File: src/hdl/cbf_pkg.sv
`timescale 1ns / 1ps
// ----------------------------------------------------------------------------
// cbf_pkg: shared types and constants of the counting Bloom filter
// Action codes, hash constants and the front-to-back job record.
// ----------------------------------------------------------------------------
package cbf_pkg;

	localparam logic [31:0] SEED_FIRST = 32'h9747b28c;
	localparam logic [31:0] MIX_MUL    = 32'h5bd1e995;

	typedef enum logic [1:0] {
		ACT_ADD   = 2'd0,
		ACT_SUB   = 2'd1,
		ACT_CHECK = 2'd2,
		ACT_CLEAR = 2'd3
	} action_t;

	localparam logic [1:0] REG_NUM_COUNTERS = 2'd0;
	localparam logic [1:0] REG_NUM_HASHES   = 2'd1;

	// Job handed from the hashing front end to the counter back end.
	typedef struct packed {
		action_t     action;
		logic [31:0] a;
		logic [31:0] b;
	} job_t;

	typedef enum logic [2:0] {
		FR_IDLE,
		FR_INIT,
		FR_BLOCK,
		FR_TAIL,
		FR_FIN1,
		FR_FIN2,
		FR_PUSH
	} front_state_t;

	typedef enum logic [3:0] {
		BK_IDLE,
		BK_IDX,
		BK_MOD,
		BK_READ,
		BK_WAIT,
		BK_WRITE,
		BK_CLEAR,
		BK_OUT
	} back_state_t;

endpackage

File: src/hdl/cbf_queue.sv
`timescale 1ns / 1ps
// ----------------------------------------------------------------------------
// cbf_queue: two-entry job queue
// Decouples the hashing front end from the counter back end.
// ----------------------------------------------------------------------------
module cbf_queue (
	input  logic          clk,
	input  logic          arst_n,
	input  logic          wr_valid,
	output logic          wr_ready,
	input  cbf_pkg::job_t wr_job,
	output logic          rd_valid,
	input  logic          rd_ready,
	output cbf_pkg::job_t rd_job
);
	import cbf_pkg::*;

	job_t       mem_q [2];
	logic       wp_q, rp_q;
	logic [1:0] cnt_q;
	logic       push, pop;

	assign wr_ready = (cnt_q != 2'd2);
	assign rd_valid = (cnt_q != 2'd0);
	assign rd_job   = mem_q[rp_q];
	assign push = wr_valid && wr_ready;
	assign pop  = rd_valid && rd_ready;

	always_ff @(posedge clk or negedge arst_n) begin
		if (!arst_n) begin
			wp_q <= 1'b0; rp_q <= 1'b0; cnt_q <= 2'd0;
		end else begin
			if (push) wp_q <= ~wp_q;
			if (pop)  rp_q <= ~rp_q;
			cnt_q <= cnt_q + {1'b0, push} - {1'b0, pop};
		end
	end

	always_ff @(posedge clk) begin
		if (push) mem_q[wp_q] <= wr_job;
	end

	assert property (@(posedge clk) disable iff (!arst_n) cnt_q <= 2'd2)
		else $error("queue count out of range");
	assert property (@(posedge clk) disable iff (!arst_n)
		(cnt_q == 2'd0) |-> !pop)
		else $error("pop from empty queue");
	assert property (@(posedge clk) disable iff (!arst_n)
		(push && !pop) |=> (cnt_q == $past(cnt_q) + 2'd1))
		else $error("queue count did not advance");

endmodule

File: config.mk
export PLATFORM = sky130hd
export DESIGN_NAME = cbf_queue
export DESIGN_NICKNAME = d
export VERILOG_FILES = /design/src/hdl/cbf_pkg.sv /design/src/hdl/cbf_queue.sv
export SDC_FILE = /design/constraint.sdc
export NUM_CORES = 1
export LEC_CHECK = 0
export BUFFER_PORTS_ARGS = -buffer_cell sky130_fd_sc_hd__buf_4
export CAP_MARGIN = 20
export CORE_MARGIN = 4
export CORE_UTILIZATION = 47
export DETAILED_ROUTE_END_ITERATION = 6
export GPL_ROUTABILITY_DRIVEN = 0
export HOLD_SLACK_MARGIN = 0.05
export PLACE_DENSITY_LB_ADDON = 0.1
export REMOVE_ABC_BUFFERS = 1
export SLEW_MARGIN = 20
export SYNTH_ARGS = -nofsm -noshare
export SYNTH_HDL_FRONTEND = slang
export SYNTH_SLANG_ARGS = --single-unit
File: constraint.sdc
create_clock -name clk -period 3.5 [get_ports clk]
set_input_delay 0.35 -clock clk [delete_from_list [all_inputs] [get_ports clk]]
set_output_delay 0.35 -clock clk [all_outputs]
set_load 0.05 [all_outputs]
==> results.ini <==
[clock_tree]
cts_resized = 0
cts_tree = built
h-tree-depth = 4
clock_sinks = 136
clockRootBuffer = clkbuf_8
numCtsBuffers = 17
clock_latency_ns = 0.50
cts_setup_buffers = 0
clkTransAtPathRegs_ns = 0.06
clockBufferDepth = 2
cts_hold_buf = 67

[routing]
drtPass1Iterations = 4
drt_iter0_markers = 133
drc_errors = 0
wire_per_inst_um = 16.4
ant_nets = 0
avgViaCountPerCell = 4.67
wl_mm = 9.66
vias = 2757

[timing]
hold_viol = 0
relSlewSlack = 0.276
finalSetupTns_ns = 0
finalSetupViolations = 0
fin_crit_ns = 2.68
fmax_mhz = 373
rsz0062_at_grt = no
finalClockSkew_ns = 0.00679
fin_crit_sh = 0.765
slew_violations = 0
worst_pin_slew_ns = 1.09

[floorplanning]
die_h_um = 112
coreArea_um2 = 10400
die_x_um = 112
dieArea_um2 = 12500
io_pins = 138
fp-row-count = 37
start_util = 0.487

[grt]
grt_pass1_vias = 3084
use_met3 = 0.0620
grtUsageMet1 = 0.187
use_met2 = 0.265
gr-total-overflow = 0
gr-usage-all-layers = 0.159
grt_pass1_wl_mm = 15.2
grt_start_max_net_pins = 68
antenna_found_initial = 0
grt.busiest_layer = met2

[pwr]
netSwitchingFraction = 0.384
seqPwrFrac = 0.359
max-vdd-ir-drop_mv = 0.513
comb_power_share = 0.409
power.internal_mw = 4.30
p_leak_nw = 2.91
total_power_mw = 6.97
p_sw_mw = 2.68
power_frac_clock = 0.233
power_density_nw_per_um2 = 933

[layout]
finalNonFillerCells = 590
n_antenna_cell = 0
layout_commonest_cell = buf_4
nFillCells = 695
drive_gt1_frac = 0.524
layout-area-overhead-vs-synth_pct = 47.3
nets = 513
final_cell_mix = buf_4 (140), edfxtp_1 (132), dlygate4sd3_1 (67)
finalInstanceArea_um2 = 7470

[worst_hold_path]
min_path_type = in2async

[worst_setup_path]
startpoint_type = flop
critPathMaxStageDelay_ns = 1.12
crit_family = flip-flops
cp.depth = 2
path_buf_inv = 1
endpoint_kind = primary output
r2r_cells = 3
worstPathCellList = mux2_2, buf_4
required_ns = 3.15
crit_type = reg2out
crit_arrival_ns = 2.33
critPathMaxFanout = 67
slowest_stage = dfrtp_4

[synth]
synth_cell_types = 17
synthCells = 222
ys_seq_area_frac = 0.801
syn-cell-area_um2 = 5070
syn_avg_cell_area_um2 = 22.8
yosys_warnings = 0
synth-seq-cells = 136

[placed_design]
numPortBuffers = 137
post_dp_cell_area_um2 = 6250
dp_cells = 491
dp_hpwl_mm = 5.58

[outcome]
status = finished, final reports clean

[run]
maxCapViolations = 0

## layout make-up
class                           instances  area [um^2]  area share
Clock buffer                           17          414      0.0554
Clock inverter                         15          136      0.0183
Inverter                                1         3.75    0.000502
Multi-Input combinational cell         78          957       0.128
Sequential cell                       136         4070       0.544
Tap cell                              136          170      0.0228
Timing Repair Buffer                  207         1720       0.230
## flip-flops by register name, summed over array words and instances, names as in the netlist
register	cells
mem_q	132
cnt_q	2
rp_q	1
wp_q	1
## routing by layer
layer / share of wire / wire length [um]
met2: 0.52 / 4980
met5: 0 / 0
met3: 0.072 / 692
met1: 0.40 / 3880
met4: 0.011 / 104
## Yosys cell counts
cell	number	area, um^2
inv_1	1	3.75
and3_1	1	6.26
ha_1	2	25.0
nor2_1	1	3.75
mux2_2	36	405
xnor2_1	3	26.3
xor2_1	1	8.76
nand2b_1	1	6.26
edfxtp_1	132	3960
or2_1	1	6.26
dfrtp_1	4	100
mux2_4	30	450
buf_2	3	15.0
buf_6	3	33.8
nand2_1	1	3.75
and2_1	1	6.26
buf_4	1	7.51
## power by group through the flow
stage | Clock [mW] | Combinational [mW] | Sequential [mW]
after floorplan | 0 | 2.09 | 2.48
after global placement | 0 | 2.81 | 2.53
after detailed placement | 0 | 2.81 | 2.54
after CTS | 1.66 | 2.88 | 2.51
after global routing | 1.75 | 2.98 | 2.55
final | 1.62 | 2.85 | 2.50
## stage by stage
stage	setup WS, ns	util	hold slack, ns
CTS	0.772	0.717	0.144
detailed placement	1.33	0.600	0.150
finish	0.822	0.717	0.180
global route	0.718	0.717	0.173
floorplan	-0.773	-	0.0544
global placement	1.33	0.600	0.149
## kinds of logic after synthesis
| group | count (synthesis) | synth area share |
|---|---|---|
| adders and majority gates | 2 | 0.00493 |
| muxes | 66 | 0.169 |
| buffers and inverters | 8 | 0.0118 |
| xor gates and xnor gates | 4 | 0.00691 |
| and+or+nand+nor | 6 | 0.00642 |
| DFF | 136 | 0.801 |
## worst paths after layout
check | startpoint | to | slack (ns)
setup reg to reg | cnt_q[1]$_DFF_PN0_ | mem_q[1][59]$_DFFE_PP_ | 1.49
max in group asynchronous | arst_n | rp_q$_DFFE_PN0P_ | 3.20
hold / removal | arst_n | cnt_q[1]$_DFF_PN0_ | 0.18
setup / recovery | rp_q$_DFFE_PN0P_ | rd_job[5] | 0.82
hold reg to reg | cnt_q[0]$_DFF_PN0_ | cnt_q[0]$_DFF_PN0_ | 0.51
min in group clk | rd_ready | rp_q$_DFFE_PN0P_ | 0.18
Power figures use the tool's default switching activity.
