`config.mk`:
```
export PLATFORM = sky130hd
export DESIGN_NAME = cbf_front
export DESIGN_NICKNAME = d
export VERILOG_FILES = /design/src/hdl/cbf_pkg.sv /design/src/hdl/cbf_front.sv
export SDC_FILE = /design/constraint.sdc
export NUM_CORES = 1
export LEC_CHECK = 0
export ABC_AREA = 1
export BUFFER_PORTS_ARGS = -buffer_cell sky130_fd_sc_hd__buf_2
export CELL_PAD_IN_SITES_DETAIL_PLACEMENT = 2
export CELL_PAD_IN_SITES_GLOBAL_PLACEMENT = 2
export CORE_UTILIZATION = 35
export CTS_CLUSTER_DIAMETER = 80
export DETAILED_ROUTE_END_ITERATION = 10
export HOLD_SLACK_MARGIN = 0.08
export PLACE_DENSITY = 0.75
export SKIP_LAST_GASP = 1
export SLEW_MARGIN = 20
export SYNTH_ARGS = -nofsm -noshare
export SYNTH_HDL_FRONTEND = slang
export SYNTH_SLANG_ARGS = --single-unit
export TNS_END_PERCENT = 30
```
`constraint.sdc`:
```
create_clock -name clk -period 7.9 [get_ports clk]
set_input_delay 0.395 -clock clk [delete_from_list [all_inputs] [get_ports clk]]
set_output_delay 0.395 -clock clk [all_outputs]
set_load 0.01 [all_outputs]
```
`src/hdl/cbf_pkg.sv`:
```
`timescale 1ns / 1ps
// ----------------------------------------------------------------------------
// cbf_pkg: shared types and constants of the counting Bloom filter
// Action codes, hash constants and the front-to-back job record.
// ----------------------------------------------------------------------------
package cbf_pkg;

	localparam logic [31:0] SEED_FIRST = 32'h9747b28c;
	localparam logic [31:0] MIX_MUL    = 32'h5bd1e995;

	typedef enum logic [1:0] {
		ACT_ADD   = 2'd0,
		ACT_SUB   = 2'd1,
		ACT_CHECK = 2'd2,
		ACT_CLEAR = 2'd3
	} action_t;

	localparam logic [1:0] REG_NUM_COUNTERS = 2'd0;
	localparam logic [1:0] REG_NUM_HASHES   = 2'd1;

	// Job handed from the hashing front end to the counter back end.
	typedef struct packed {
		action_t     action;
		logic [31:0] a;
		logic [31:0] b;
	} job_t;

	typedef enum logic [2:0] {
		FR_IDLE,
		FR_INIT,
		FR_BLOCK,
		FR_TAIL,
		FR_FIN1,
		FR_FIN2,
		FR_PUSH
	} front_state_t;

	typedef enum logic [3:0] {
		BK_IDLE,
		BK_IDX,
		BK_MOD,
		BK_READ,
		BK_WAIT,
		BK_WRITE,
		BK_CLEAR,
		BK_OUT
	} back_state_t;

endpackage

```
`src/hdl/cbf_front.sv`:
```
`timescale 1ns / 1ps
// ----------------------------------------------------------------------------
// cbf_front: key hashing front end
// Runs MurmurHash2 twice on a shared 32x32 multiplier, one multiply a cycle.
// ----------------------------------------------------------------------------
module cbf_front (
	input  logic              clk,
	input  logic              arst_n,
	input  logic              in_valid,
	output logic              in_ready,
	input  logic [1:0]        in_action,
	input  logic [63:0]       in_key,
	input  logic [3:0]        in_len,
	output logic              job_valid,
	input  logic              job_ready,
	output cbf_pkg::job_t     job
);
	import cbf_pkg::*;

	front_state_t state_q, state_d;
	logic [1:0]  action_q;
	logic [63:0] key_q;
	logic [3:0]  len_q;
	logic        pass_q;      // 0: first pass, 1: second pass
	logic        blk_q;       // which 4-byte block
	logic [1:0]  step_q;      // micro step inside a block
	logic [31:0] h_q, k_q, a_q;
	logic [31:0] mul_a, mul_p;
	logic [31:0] blk_word;
	logic [3:0]  rest;
	logic [31:0] tail_x;

	assign blk_word = blk_q ? key_q[63:32] : key_q[31:0];
	assign rest     = len_q - {1'b0, blk_q, 2'b00};

	always_comb begin
		tail_x = '0;
		case (rest[1:0])
			2'd3:    tail_x = {8'h00, blk_word[23:0]};
			2'd2:    tail_x = {16'h0000, blk_word[15:0]};
			2'd1:    tail_x = {24'h000000, blk_word[7:0]};
			default: tail_x = '0;
		endcase
	end

	assign mul_p = mul_a * MIX_MUL;

	always_comb begin
		mul_a = h_q;
		if (state_q == FR_BLOCK && step_q == 2'd0) mul_a = blk_word;
		else if (state_q == FR_BLOCK && step_q == 2'd1) mul_a = k_q ^ (k_q >> 24);
		else if (state_q == FR_TAIL) mul_a = h_q ^ tail_x;
		else if (state_q == FR_FIN1) mul_a = h_q ^ (h_q >> 13);
	end

	always_comb begin
		state_d = state_q;
		case (state_q)
			FR_IDLE:  if (in_valid) state_d = (in_action == ACT_CLEAR) ? FR_PUSH : FR_INIT;
			FR_INIT:  state_d = (len_q >= 4'd4) ? FR_BLOCK :
				(len_q != 4'd0 ? FR_TAIL : FR_FIN1);
			FR_BLOCK: if (step_q == 2'd2)
				state_d = (!blk_q && (rest >= 4'd8)) ? FR_BLOCK :
					((rest - 4'd4) != 4'd0 ? FR_TAIL : FR_FIN1);
			FR_TAIL:  state_d = FR_FIN1;
			FR_FIN1:  state_d = FR_FIN2;
			FR_FIN2:  state_d = pass_q ? FR_PUSH : FR_INIT;
			FR_PUSH:  if (job_ready) state_d = FR_IDLE;
			default:  state_d = FR_IDLE;
		endcase
	end

	always_comb begin
		in_ready  = (state_q == FR_IDLE);
		job_valid = (state_q == FR_PUSH);
		job.action = action_t'(action_q);
		job.a      = a_q;
		job.b      = h_q;
	end

	always_ff @(posedge clk or negedge arst_n) begin
		if (!arst_n) begin
			state_q <= FR_IDLE;
		end else begin
			state_q <= state_d;
		end
	end

	always_ff @(posedge clk) begin
		case (state_q)
			FR_IDLE: begin
				action_q <= in_action;
				key_q    <= in_key;
				len_q    <= (in_len > 4'd8) ? 4'd8 : in_len;
				pass_q   <= 1'b0;
			end
			FR_INIT: begin
				h_q    <= (pass_q ? a_q : SEED_FIRST) ^ {28'd0, len_q};
				blk_q  <= 1'b0;
				step_q <= 2'd0;
			end
			FR_BLOCK: begin
				case (step_q)
					2'd0:    begin k_q <= mul_p; step_q <= 2'd1; end
					2'd1:    begin k_q <= mul_p; step_q <= 2'd2; end
					default: begin
						h_q    <= mul_p ^ k_q;
						step_q <= 2'd0;
						blk_q  <= 1'b1;
					end
				endcase
				if (step_q == 2'd2 && !blk_q && rest < 4'd8) blk_q <= 1'b1;
				if (step_q == 2'd2 && !blk_q && rest >= 4'd8) blk_q <= 1'b1;
			end
			FR_TAIL: h_q <= mul_p;
			FR_FIN1: h_q <= mul_p;
			FR_FIN2: begin
				h_q <= h_q ^ (h_q >> 15);
				if (!pass_q) a_q <= h_q ^ (h_q >> 15);
				pass_q <= 1'b1;
			end
			default: ;
		endcase
	end

endmodule

```
==> impl_metrics.json, run 1 <==
{
  "status": "finished clean",
  "vias_per_cell": 5.29,
  "finalCritPeriodShare_pct": 99.7,
  "busiest_layer": "met2",
  "clkLatencyLatePin_ns": 0.47,
  "initial_core_util_pct": 35.7,
  "dp_hpwl_microns": 61100,
  "die_width_microns": 226,
  "postSynthCellCount": 1869,
  "drtIter0Drc": 1021,
  "clockRootBuffer": "clkbuf_16",
  "chipHeight_microns": 226,
  "wl_per_cell_microns": 26.3,
  "cts_buffer_depth": 2,
  "drv_slew": 0,
  "drc_errors": 0,
  "grt_pass1_wl_microns": 109000,
  "critPathLaunchType": "flip-flop",
  "portBuffers": 141,
  "yosysSeqAreaShare_pct": 29.5,
  "area_growth_pct": 22.9,
  "hold_class": "input pin to flip-flop",
  "grt-ovfl-total": 0,
  "synth_nets": 2328,
  "hold_viol_final": 0,
  "worst_path_max_delay_cell": "fa_1",
  "wl_microns": 75100,
  "gp_congestion": 0.924,
  "nNetsFinal": 2634,
  "vias": 15091,
  "synth_largest_area_cell": "edfxtp_1",
  "crit_path_max_fanout": 5,
  "placed_area_sq_um": 20100,
  "fin_setup_tns_ns": 0,
  "max_freq_mhz": 127,
  "syn_area_sq_um": 17600,
  "drive_above_1_share_pct": 22.5,
  "skew_ns": 0.0243,
  "worstSetupPathType": "flip-flop to flip-flop",
  "ys_seq_elements": 173,
  "maxCapViolations": 0,
  "cts_tree": "yes",
  "synth_area_leaders": "edfxtp_1, fa_1, ha_1, inv_1, nand2_1",
  "cp_data_arrival_time_ns": 8.08,
  "grt_max_degree": 73,
  "ant_nets": 0,
  "clock_sinks": 173,
  "synth_top_area_share_pct": 29.1,
  "rsz0062_at_grt": "true",
  "crit_top_cell": "fa_1",
  "numCtsBuffers": 17,
  "grt_use_met3_pct": 2.60,
  "fp.coreArea_sq_um": 49300,
  "synth_ff_type": "edfxtp_1",
  "relSlewSlack_pct": 34.4,
  "syn_avg_cell_area_sq_um": 9.40,
  "yosysWarnings": 0,
  "worst_setup_path_end_kind": "flip-flop",
  "cts.clk_slew.worst_paths_ns": 0.08,
  "synth_edf_count": 170,
  "grt_util_met2_pct": 54.1,
  "slowest_delay_ns": 0.60,
  "htree_num_levels": 4,
  "antenna_found_initial": 1,
  "worstMarginPinSlew_ns": 0.984,
  "grt_pass1_vias": 17016,
  "dr.pass1.iters": 5,
  "async_flop_share_pct": 1.73,
  "min_period_ns": 7.87,
  "synth_cell_types": 51,
  "design.portCount": 142,
  "postLayoutCellArea_sq_um": 21600,
  "crit_required_ns": 8.11,
  "grt_usage_pct": 29.7,
  "n_fill_cell": 5362,
  "setup_viol": 0,
  "use_met1_pct": 34.5,
  "rows": 81,
  "dieArea_sq_um": 51100
}
state kept, by name, indices dropped and copies added, names as in the netlist:
name / flops
len_q: 4
a_q: 32
pass_q: 1
k_q: 32
state_q: 3
action_q: 2
h_q: 32
blk_q: 1
step_q: 2
key_q: 64
cells by family (layout without fill, tap and decap cells):
logic type | count (synthesis) | count (layout) | synth area share (%)
XOR/XNOR | 83 | 83 | 4.14
multiplexers | 17 | 17 | 0.976
buffers and inverters | 507 | 824 | 11.0
AO/OA/AOI/OAI | 223 | 223 | 7.62
adder cells (fa/ha/maj) | 385 | 385 | 35.0
other | 0 | 1 | 0
AND/OR/NAND/NOR | 481 | 481 | 11.8
flip-flops | 173 | 173 | 29.5
repair_timing:
item,4_1_cts,5_1_grt
setup endpoints to repair,23,30
hold buffers,1,0
pin swaps,2,37
endpoints found under the hold margin,3,0
gates resized for setup,42,124
buffers inserted,4,30
gates cloned,1,2
metal layers:
layer	share of wire, %	wire length, microns	vias to the layer above
li1	-	-	6600
met1	38	28600	7783
met2	52	39300	540
met3	4.0	3040	168
met4	5.6	4220	0
met5	0	0	-
per-stage QoR:
step / setup WS, ns / std cells / hold WS (ns) / util [%]
5_1_grt: -0.0900 / 2850 / 0.0940 / 43.8
3_5_place_dp: -0.507 / 2782 / 0.202 / 40.7
2_1_floorplan: 0.0666 / 1869 / 0.0994 / -
3_3_place_gp: -0.223 / 2782 / 0.198 / 40.7
6_report: 0.0252 / 2851 / 0.0914 / 43.8
4_1_cts: -0.0294 / 2818 / 0.0810 / 42.2
final cells by class:
type	count	area [sq um]	area share [%]
Multi-Input combinational cell	1189	11100	51.3
Sequential cell	173	5180	24.0
Timing Repair Buffer	318	2170	10.0
Inverter	475	1810	8.40
Tap cell	664	831	3.85
Clock buffer	21	440	2.04
Clock inverter	9	65.1	0.301
Timing Repair inverter	1	5.00	0.0232
Antenna cell	1	2.50	0.0116
cells in the mapped netlist (15+ instances only):
library cell,instances
o21ai_0,92
ha_1,209
fa_1,176
xor2_1,61
or2_2,17
nand2_1,291
inv_1,466
a21oi_1,47
mux2i_1,16
nor2_1,51
nand3_1,80
clkbuf_1,19
xnor2_1,22
o211ai_1,15
edfxtp_1,170
layout by cell type, fill, tap and decap left out, drive strengths merged, types with 56 or more instances in the layout:
master	instances
xor2	61
ha	209
inv	475
fa	176
nand2	293
edfxtp	170
nand3	83
nor2	56
o21ai	96
buf	315
critical path: cells and delay by family, from the launching register on:
kind,cells,cell delay [ns]
flops,1,0.39
fa+ha+maj,9,4.28
compound gates,7,1.02
simple gates,4,0.74
mux,1,0.29
buf+inv,6,0.67
xor+xnor,1,0.21
path summary, 6_finish.rpt:
check / startpoint / end / slack, ns / cells past startpoint
setup / recovery: blk_q$_DFFE_PP_ / h_q[30]$_DFFE_PP_ / 0.03 / 28
setup reg to reg: blk_q$_DFFE_PP_ / h_q[30]$_DFFE_PP_ / 0.03 / 28
max in group asynchronous: arst_n / state_q[2]$_DFFE_PN0P_ / 7.49 / 2
min in group asynchronous: arst_n / state_q[0]$_DFFE_PN0P_ / 0.28 / 2
hold / removal: in_key[8] / key_q[8]$_DFFE_PP_ / 0.09 / 1
hold reg to reg: a_q[11]$_DFFE_PP_ / h_q[11]$_DFFE_PP_ / 0.60 / 2
Power of run 1 is left out: the tool's default activity adds up to more than one toggle a clock period on the data nets, which glitch-free logic cannot reach.
==> run 2: changes to the inputs <==
--- a/config.mk
+++ b/config.mk
@@ -14,6 +14,7 @@
 export DETAILED_ROUTE_END_ITERATION = 10
 export HOLD_SLACK_MARGIN = 0.08
 export PLACE_DENSITY = 0.75
+export RECOVER_POWER = 100
 export SKIP_LAST_GASP = 1
 export SLEW_MARGIN = 20
 export SYNTH_ARGS = -nofsm -noshare
==> impl_metrics.json, run 2 (synthesized netlist as in run 1, its figures left out) <==
{
  "crit_cells": 28,
  "skew_ns": 0.0255,
  "drive_above_1_share_pct": 21.3,
  "crit_required_ns": 8.10,
  "initial_core_util_pct": 35.7,
  "maxCapViolations": 0,
  "top_register": "key_q",
  "placed_area_sq_um": 20100,
  "relSlewSlack_pct": 34.3,
  "design.portCount": 142,
  "slowest_delay_ns": 0.60,
  "layout_commonest_cell": "inv_1",
  "whs_ns": 0.0910,
  "worst_path_max_delay_cell": "fa_1",
  "wl_per_cell_microns": 26.4,
  "antenna_found_initial": 1,
  "largest_reg_flops": 64,
  "fp.coreArea_sq_um": 49300,
  "grt_pass1_wl_microns": 109000,
  "drtIter0Drc": 1003,
  "cts_tree": "yes",
  "critical_path.endpoint": "h_q[30]$_DFFE_PP_",
  "crit_buf_inv": 6,
  "dp_hpwl_microns": 61100,
  "hold_viol_final": 0,
  "clkLatencyLatePin_ns": 0.48,
  "crit_path_max_fanout": 5,
  "clockRootBuffer": "clkbuf_16",
  "dp_slack_ns": -0.507,
  "area_growth_pct": 22.5,
  "max_freq_mhz": 127,
  "r2r_setup_slack_ns": 0.03,
  "postLayoutSetupSlackWorst_ns": 0.0293,
  "cts.clk_slew.worst_paths_ns": 0.08,
  "rsz0062_at_grt": "true",
  "n_fill_cell": 5389,
  "grt_usage_pct": 29.7,
  "fin_setup_tns_ns": 0,
  "critPathLaunchType": "flip-flop",
  "grt-ovfl-total": 0,
  "dieArea_sq_um": 51100,
  "dr.pass1.iters": 5,
  "portBuffers": 141,
  "crit_top_cell": "fa_1",
  "cp_data_arrival_time_ns": 8.07,
  "wl_microns": 75100,
  "grt_max_degree": 73,
  "vias_per_cell": 5.30,
  "worstSetupPathType": "flip-flop to flip-flop",
  "r2r-end": "h_q[30]$_DFFE_PP_",
  "drv_slew": 0,
  "hold_class": "input pin to flip-flop",
  "crit_start": "blk_q$_DFFE_PP_",
  "vias": 15112,
  "grt_pass1_vias": 17016,
  "cts_buffer_depth": 2,
  "htree_num_levels": 4,
  "die_width_microns": 226,
  "r2r-start": "blk_q$_DFFE_PP_",
  "rows": 81,
  "finalCritPeriodShare_pct": 99.6,
  "worst_setup_path_end_kind": "flip-flop",
  "numCtsBuffers": 17,
  "setup_viol": 0,
  "clock_sinks": 173,
  "status": "finished clean",
  "drc_errors": 0,
  "reg2regPathDepth": 28,
  "nNetsFinal": 2634,
  "chipHeight_microns": 226,
  "worstMarginPinSlew_ns": 0.985,
  "ant_nets": 0,
  "postLayoutCellArea_sq_um": 21500,
  "crit_family": "adder cells",
  "min_period_ns": 7.87,
  "layout_common_cells": "inv_1, nand2_1, ha_1",
  "gp_congestion": 0.924
}
## run 2: cell types whose count changed in the layout (fill, tap and decap cells not counted), sizes merged
cell and delta:
buf -25, clkbuf +25
## run 2: worst reg2reg max path, delay by kind of cell (launching register included)
family / cells / cell delay (ns)
DFF: 1 / 0.39
muxes: 1 / 0.28
adders and majority gates: 9 / 4.29
buffers and inverters: 6 / 0.68
xor gates and xnor gates: 1 / 0.21
and+or+nand+nor: 4 / 0.75
AOI/OAI and AO/OA: 7 / 1.02
## run 2: layout make-up
cell class	count	area (sq um)	area share (%)
multi-input cells	1189	11100	51.5
diodes	1	2.50	0.0116
clock buffers	21	440	2.05
clock inverters	9	65.1	0.302
inverters	475	1810	8.43
well taps	664	831	3.86
repair inverters	1	5.00	0.0233
flip-flops and latches	173	5180	24.1
repair buffers	318	2100	9.76
## run 2: worst min path at each step
stage / depth (start not counted) / endpoint / from / slack (ns)
after floorplan: 0 / state_q[0]$_DFFE_PN0P_ / arst_n / 0.1
after global placement: 1 / state_q[2]$_DFFE_PN0P_ / arst_n / 0.20
after detailed placement: 1 / state_q[2]$_DFFE_PN0P_ / arst_n / 0.20
after CTS: 1 / key_q[8]$_DFFE_PP_ / in_key[8] / 0.08
after global routing: 1 / key_q[1]$_DFFE_PP_ / in_key[1] / 0.09
final: 1 / key_q[8]$_DFFE_PP_ / in_key[8] / 0.09
## run 2: what timing repair did
action / in CTS / in global routing
endpoints found under the setup margin: 23 / 30
hold buffers: 1 / 0
setup buffers: 4 / 30
gates cloned: 1 / 2
pin swaps: 2 / 37
resized for setup: 42 / 124
endpoints found under the hold margin: 3 / 0
## run 2: stage by stage
stage,utilization (%),cells
6_report,43.7,2851
5_1_grt,43.7,2850
4_1_cts,42.2,2818
3_5_place_dp,40.7,2782
3_3_place_gp,40.7,2782
2_1_floorplan,-,1869
## run 2: layer usage
metal / part of all wire (%) / vias to the layer above / track usage [%]
met5: 0 / - / 0
li1: - / 6601 / -
met1: 38 / 7799 / 34.5
met3: 4.1 / 164 / 2.60
met2: 52 / 548 / 54.1
met4: 5.6 / 0 / 15.2
Power of run 2 is left out for the same reason.
